$ cat config.mk
export PLATFORM = sky130hd
export DESIGN_NAME = hsha_front
export DESIGN_NICKNAME = d
export VERILOG_FILES = /design/src/hw/rtl/hsha_pkg.sv /design/src/hw/rtl/hsha_front.sv
export SDC_FILE = /design/constraint.sdc
export NUM_CORES = 1
export LEC_CHECK = 0
export BUFFER_PORTS_ARGS = -buffer_cell sky130_fd_sc_hd__buf_2
export CORE_AREA = 8 8 87 89
export CTS_CLUSTER_SIZE = 16
export DETAILED_ROUTE_END_ITERATION = 12
export DIE_AREA = 0 0 95 97
export SYNTH_ARGS = -nofsm -noshare
export SYNTH_HDL_FRONTEND = slang
export SYNTH_SLANG_ARGS = --single-unit
$ cat constraint.sdc
create_clock -name clock -period 3.2 [get_ports clock]
set_input_delay 0.16 -clock clock [delete_from_list [all_inputs] [get_ports clock]]
set_output_delay 0.16 -clock clock [all_outputs]
set_load 0.01 [all_outputs]
$ cat src/hw/rtl/hsha_pkg.sv
`default_nettype none
// ----------------------------------------------------------------------------
// HMAC-SHA1 engine package
// Shared types, constants and helpers for the front queue, sequencer and core.
// ----------------------------------------------------------------------------
package hsha_pkg;

   localparam int unsigned QueueDepth = 4;

   localparam logic [7:0] IpadByte = 8'h36;
   localparam logic [7:0] OpadByte = 8'h5c;
   localparam logic [7:0] PadMarker = 8'h80;

   localparam logic [6:0] BlockBytes = 7'd64;
   localparam logic [6:0] DigestBytes = 7'd20;
   localparam logic [5:0] LenSlot = 6'd56;
   localparam logic [63:0] OuterBits = 64'd672;

   localparam logic [159:0] ChainInit = {32'h67452301, 32'hEFCDAB89, 32'h98BADCFE,
                                         32'h10325476, 32'hC3D2E1F0};

   typedef struct packed {
      logic       cmd;
      logic [7:0] data;
      logic       present;
      logic       last;
   } item_type;

   typedef struct packed {
      logic start;
      logic init;
   } sha_cmd_type;

   typedef enum logic [1:0] {
      SRC_KEY,
      SRC_KEYPAD,
      SRC_BUF,
      SRC_PAD
   } src_type;

   typedef enum logic [4:0] {
      ST_IDLE,
      ST_DISPATCH,
      ST_KEYBYTE,
      ST_ABSORB,
      ST_BLOCK,
      ST_CLOSE,
      ST_FIN1,
      ST_FIN2,
      ST_KEYDIG,
      ST_IPAD,
      ST_OPENED,
      ST_MSGBYTE,
      ST_FINAL,
      ST_OUTER,
      ST_EMIT,
      ST_OUT,
      ST_WAIT
   } state_type;

   function automatic logic [31:0] rol(input logic [31:0] x, input int unsigned n);
      rol = (x << n) | (x >> (32 - n));
   endfunction

endpackage
`default_nettype wire

$ cat src/hw/rtl/hsha_front.sv
`default_nettype none
// ----------------------------------------------------------------------------
// HMAC-SHA1 front queue
// Accepts request beats, decodes them into items and queues them for the back.
// ----------------------------------------------------------------------------
module hsha_front #(
   parameter int unsigned DEPTH = hsha_pkg::QueueDepth
) (
   input  wire logic              clock,
   input  wire logic              reset,
   input  wire logic              req_tvalid,
   output logic                   req_tready,
   input  wire logic [15:0]       req_tdata,
   input  wire logic              req_tlast,
   input  wire logic              req_tuser,
   output logic                   q_valid,
   output hsha_pkg::item_type     q_item,
   input  wire logic              q_pop
);
   localparam int unsigned PtrW = (DEPTH > 1) ? $clog2(DEPTH) : 1;
   localparam int unsigned CntW = $clog2(DEPTH + 1);

   hsha_pkg::item_type  slot_ff [DEPTH];
   logic [PtrW-1:0]     wptr_ff, wptr_in, rptr_ff, rptr_in;
   logic [CntW-1:0]     count_ff, count_in;
   hsha_pkg::item_type  beat;
   logic                push;

   always_comb begin
      beat.cmd     = req_tuser;
      beat.data    = req_tdata[7:0];
      beat.present = req_tdata[8];
      beat.last    = req_tlast;
      req_tready   = (count_ff != CntW'(DEPTH));
      q_valid      = (count_ff != '0);
      q_item       = slot_ff[rptr_ff];
      push         = req_tvalid && req_tready;
      wptr_in      = wptr_ff;
      rptr_in      = rptr_ff;
      if (push) begin
         wptr_in = (wptr_ff == PtrW'(DEPTH - 1)) ? '0 : wptr_ff + 1'b1;
      end
      if (q_pop) begin
         rptr_in = (rptr_ff == PtrW'(DEPTH - 1)) ? '0 : rptr_ff + 1'b1;
      end
      count_in = count_ff + CntW'(push) - CntW'(q_pop);
   end

   always_ff @(posedge clock) begin
      if (reset) begin
         wptr_ff  <= '0;
         rptr_ff  <= '0;
         count_ff <= '0;
      end else begin
         wptr_ff  <= wptr_in;
         rptr_ff  <= rptr_in;
         count_ff <= count_in;
      end
      if (push) begin
         slot_ff[wptr_ff] <= beat;
      end
   end

endmodule
`default_nettype wire

==> results.py <==
metrics = {
    "run_status": {
        "status": "complete, no violations",
    },
    "timing": {
        "worst_pin_slew_ns": 0.7689,
        "setup_viol": 0,
        "holdWs_ns": 0.06956,
        "maxSlewHeadroom_pct": 48.67,
        "max_freq_mhz": 413.5,
        "period_minus_slack_ns": 2.418,
        "tns_ns": 0,
        "fin_crit_sh_pct": 75.57,
        "fin_skew_ns": 0.009113,
        "rsz0062_at_grt": "false",
        "slew_viol_final": 0,
        "finalHoldViolCount": 0,
        "worst_slack_ns": 0.7816,
    },
    "layout": {
        "final_util_pct": 38.01,
        "fillCellCount": 582,
        "final_common_cell": "edfxtp_1",
        "stdcell_area_um2": 2359,
        "fin_cells": 213,
        "n_antenna_cell": 0,
        "most-common-layout-cells": "44 x edfxtp_1, 27 x buf_2, 11 x mux4_2",
        "drive_gt1_share_pct": 37.50,
        "area.growth.synth_to_final_pct": 14.52,
        "nets": 165,
    },
    "route": {
        "wl_mm": 3.484,
        "first_pass_iters": 4,
        "drtAntennaViolNets": 0,
        "vias_per_cell": 4.648,
        "vias": 990,
        "drc": 0,
        "first_iter_violations": 34,
        "wl_per_cell_um": 16.36,
    },
    "die": {
        "die-area_um2": 9215,
        "coreArea_um2": 6205,
        "die_w_um": 95,
        "io_pins": 35,
        "start_util_pct": 33.19,
        "die_y_um": 97,
        "rows": 29,
    },
    "setup_path": {
        "worstSetupPathType": "reg -> reg",
        "cp_max_fo": 7,
        "rr_startpoint": "count_ff[1]",
        "r2r_end": "count_ff[2]",
        "cp-startpoint": "count_ff[1]",
        "reg2reg_depth": 10,
        "cp.required_ns": 3.42,
        "crit_end": "count_ff[2]",
        "end_kind": "flip-flop",
        "crit_arrival_ns": 2.64,
        "reg2reg_slack_ns": 0.78,
        "startpoint_type": "flip-flop",
    },
    "synthesis": {
        "ys_ff_latch": 53,
        "ys_types": 26,
        "yosysTopAreaCellShare_pct": 64.16,
        "synth_seq_area_share_pct": 72.90,
        "synth.area.top_cells": "edfxtp_1 64%, mux4_2 12%, dfxtp_1 8.7%",
        "avgSynthCellArea_um2": 19.61,
        "syn_area_um2": 2059,
        "ys_warn_count": 0,
        "yosysTopAreaCell": "edfxtp_1",
        "syn-num-nets": 135,
        "post_synth_inst_count": 105,
    },
    "clocking": {
        "cts_resized": 0,
        "clock_latency_ns": 0.30,
        "clk_pin_slew_ns": 0.10,
        "cts_made_buffers": 5,
        "clockBufferDepth": 2,
        "cts_sinks": 53,
        "root_buffer": "clkbuf_8",
        "cts_max_level": 2,
        "ctsHoldBuffers": 0,
        "cts_tree": "built",
        "post_cts_buffers": 0,
    },
    "power": {
        "power_density_nw_per_um2": 645.5,
        "total_power_mw": 1.522,
        "ir_drop_v": 0.0003188,
        "power.leakage_nw": 0.8492,
    },
    "place": {
        "place.gp.congestion": 0.6712,
        "postPlaceCellArea_um2": 2267,
        "dp_hpwl_mm": 2.412,
        "place_worst_setup_slack_ns": 0.7657,
        "port_buffers": 27,
        "dp.cells": 205,
    },
    "run": {
        "cap_violations": 0,
    },
    "grt": {
        "grt_overflow": 0,
        "antenna_found_initial": 0,
        "grt_pass1_wl_mm": 5.664,
        "grt_usage_pct": 8.195,
        "grt_pass1_vias": 1137,
        "grt_max_degree": 18,
    },
    "min_path": {
        "hp-class": "in -> reg",
    },
}
## state kept, by name (all words and copies together), names as in the netlist, named ones only
name      flops
slot_ff      44
count_ff      3
rptr_ff       2
wptr_ff       2
## worst min-delay path by stage
stage / end / start / slack (ns) / cells past startpoint
floorplan: slot_ff[0][0] / req_tlast / 0.26 / 0
global placement: slot_ff[2][10] / req_tuser / 0.37 / 1
detailed placement: slot_ff[3][7] / req_tdata[5] / 0.38 / 1
CTS: slot_ff[1][8] / req_tdata[6] / 0.06 / 1
global route: slot_ff[3][5] / req_tdata[3] / 0.06 / 1
finish: slot_ff[2][5] / req_tdata[3] / 0.07 / 1
## cell families after synthesis
| logic type | synth area share [%] |
|---|---|
| compound gates | 1.093 |
| xor+xnor | 0.4254 |
| fa+ha+maj | 5.225 |
| buf+inv | 2.066 |
| flops | 72.90 |
| mux | 13.00 |
| simple gates | 5.286 |
## layout make-up
class / instances / area, um^2 / area share (%)
Sequential cell: 53 / 1501 / 63.66
Tap cell: 77 / 96.34 / 4.085
Clock inverter: 3 / 22.52 / 0.9549
Inverter: 5 / 18.77 / 0.7958
Timing Repair Buffer: 27 / 135.1 / 5.729
Clock buffer: 5 / 68.82 / 2.918
Multi-Input combinational cell: 43 / 515.5 / 21.86
## worst max-delay path: stages, from the launching register on
cell	delay, ns
dfxtp_1	0.37
or3b_1	0.51
nand2_2	0.16
ha_1	0.24
inv_1	0.05
ha_1	0.13
inv_1	0.05
fa_1	0.37
xor2_1	0.16
and2_2	0.19
nor3_1	0.12
## per-layer routing
layer  global-route usage, %  share of wire, %  up-vias
met3                   2.782               6.0        2
met4                   3.245              0.43        0
met2                   13.28                51       24
met5                       0                 0        -
li1                        -                 -      464
met1                   9.636                43      500
## power by group
part / internal [mW] / total, mW / switching, mW / leakage (nW)
registers: 0.837 / 0.881 / 0.0440 / 0.477
clock network: 0.155 / 0.365 / 0.209 / 0.0481
logic: 0.130 / 0.277 / 0.147 / 0.324
## cell usage after synthesis
| cell | n |
|---|---|
| nor2_1 | 4 |
| and3_2 | 1 |
| a211o_1 | 1 |
| nor3_1 | 1 |
| ha_1 | 7 |
| inv_1 | 5 |
| edfxtp_1 | 44 |
| buf_2 | 1 |
| mux2i_1 | 2 |
| nor2b_1 | 1 |
| o21ai_2 | 1 |
| clkbuf_1 | 2 |
| or3b_1 | 1 |
| xor2_1 | 1 |
| dfxtp_1 | 9 |
| or3_1 | 1 |
| nand2_2 | 1 |
| nand2b_1 | 2 |
| buf_6 | 1 |
| and2_2 | 1 |
| nor3b_1 | 1 |
| fa_1 | 1 |
| and3_1 | 3 |
| mux4_2 | 11 |
| a21oi_1 | 1 |
| or3_2 | 1 |
No activity file was read; power rests on OpenSTA's default activity.
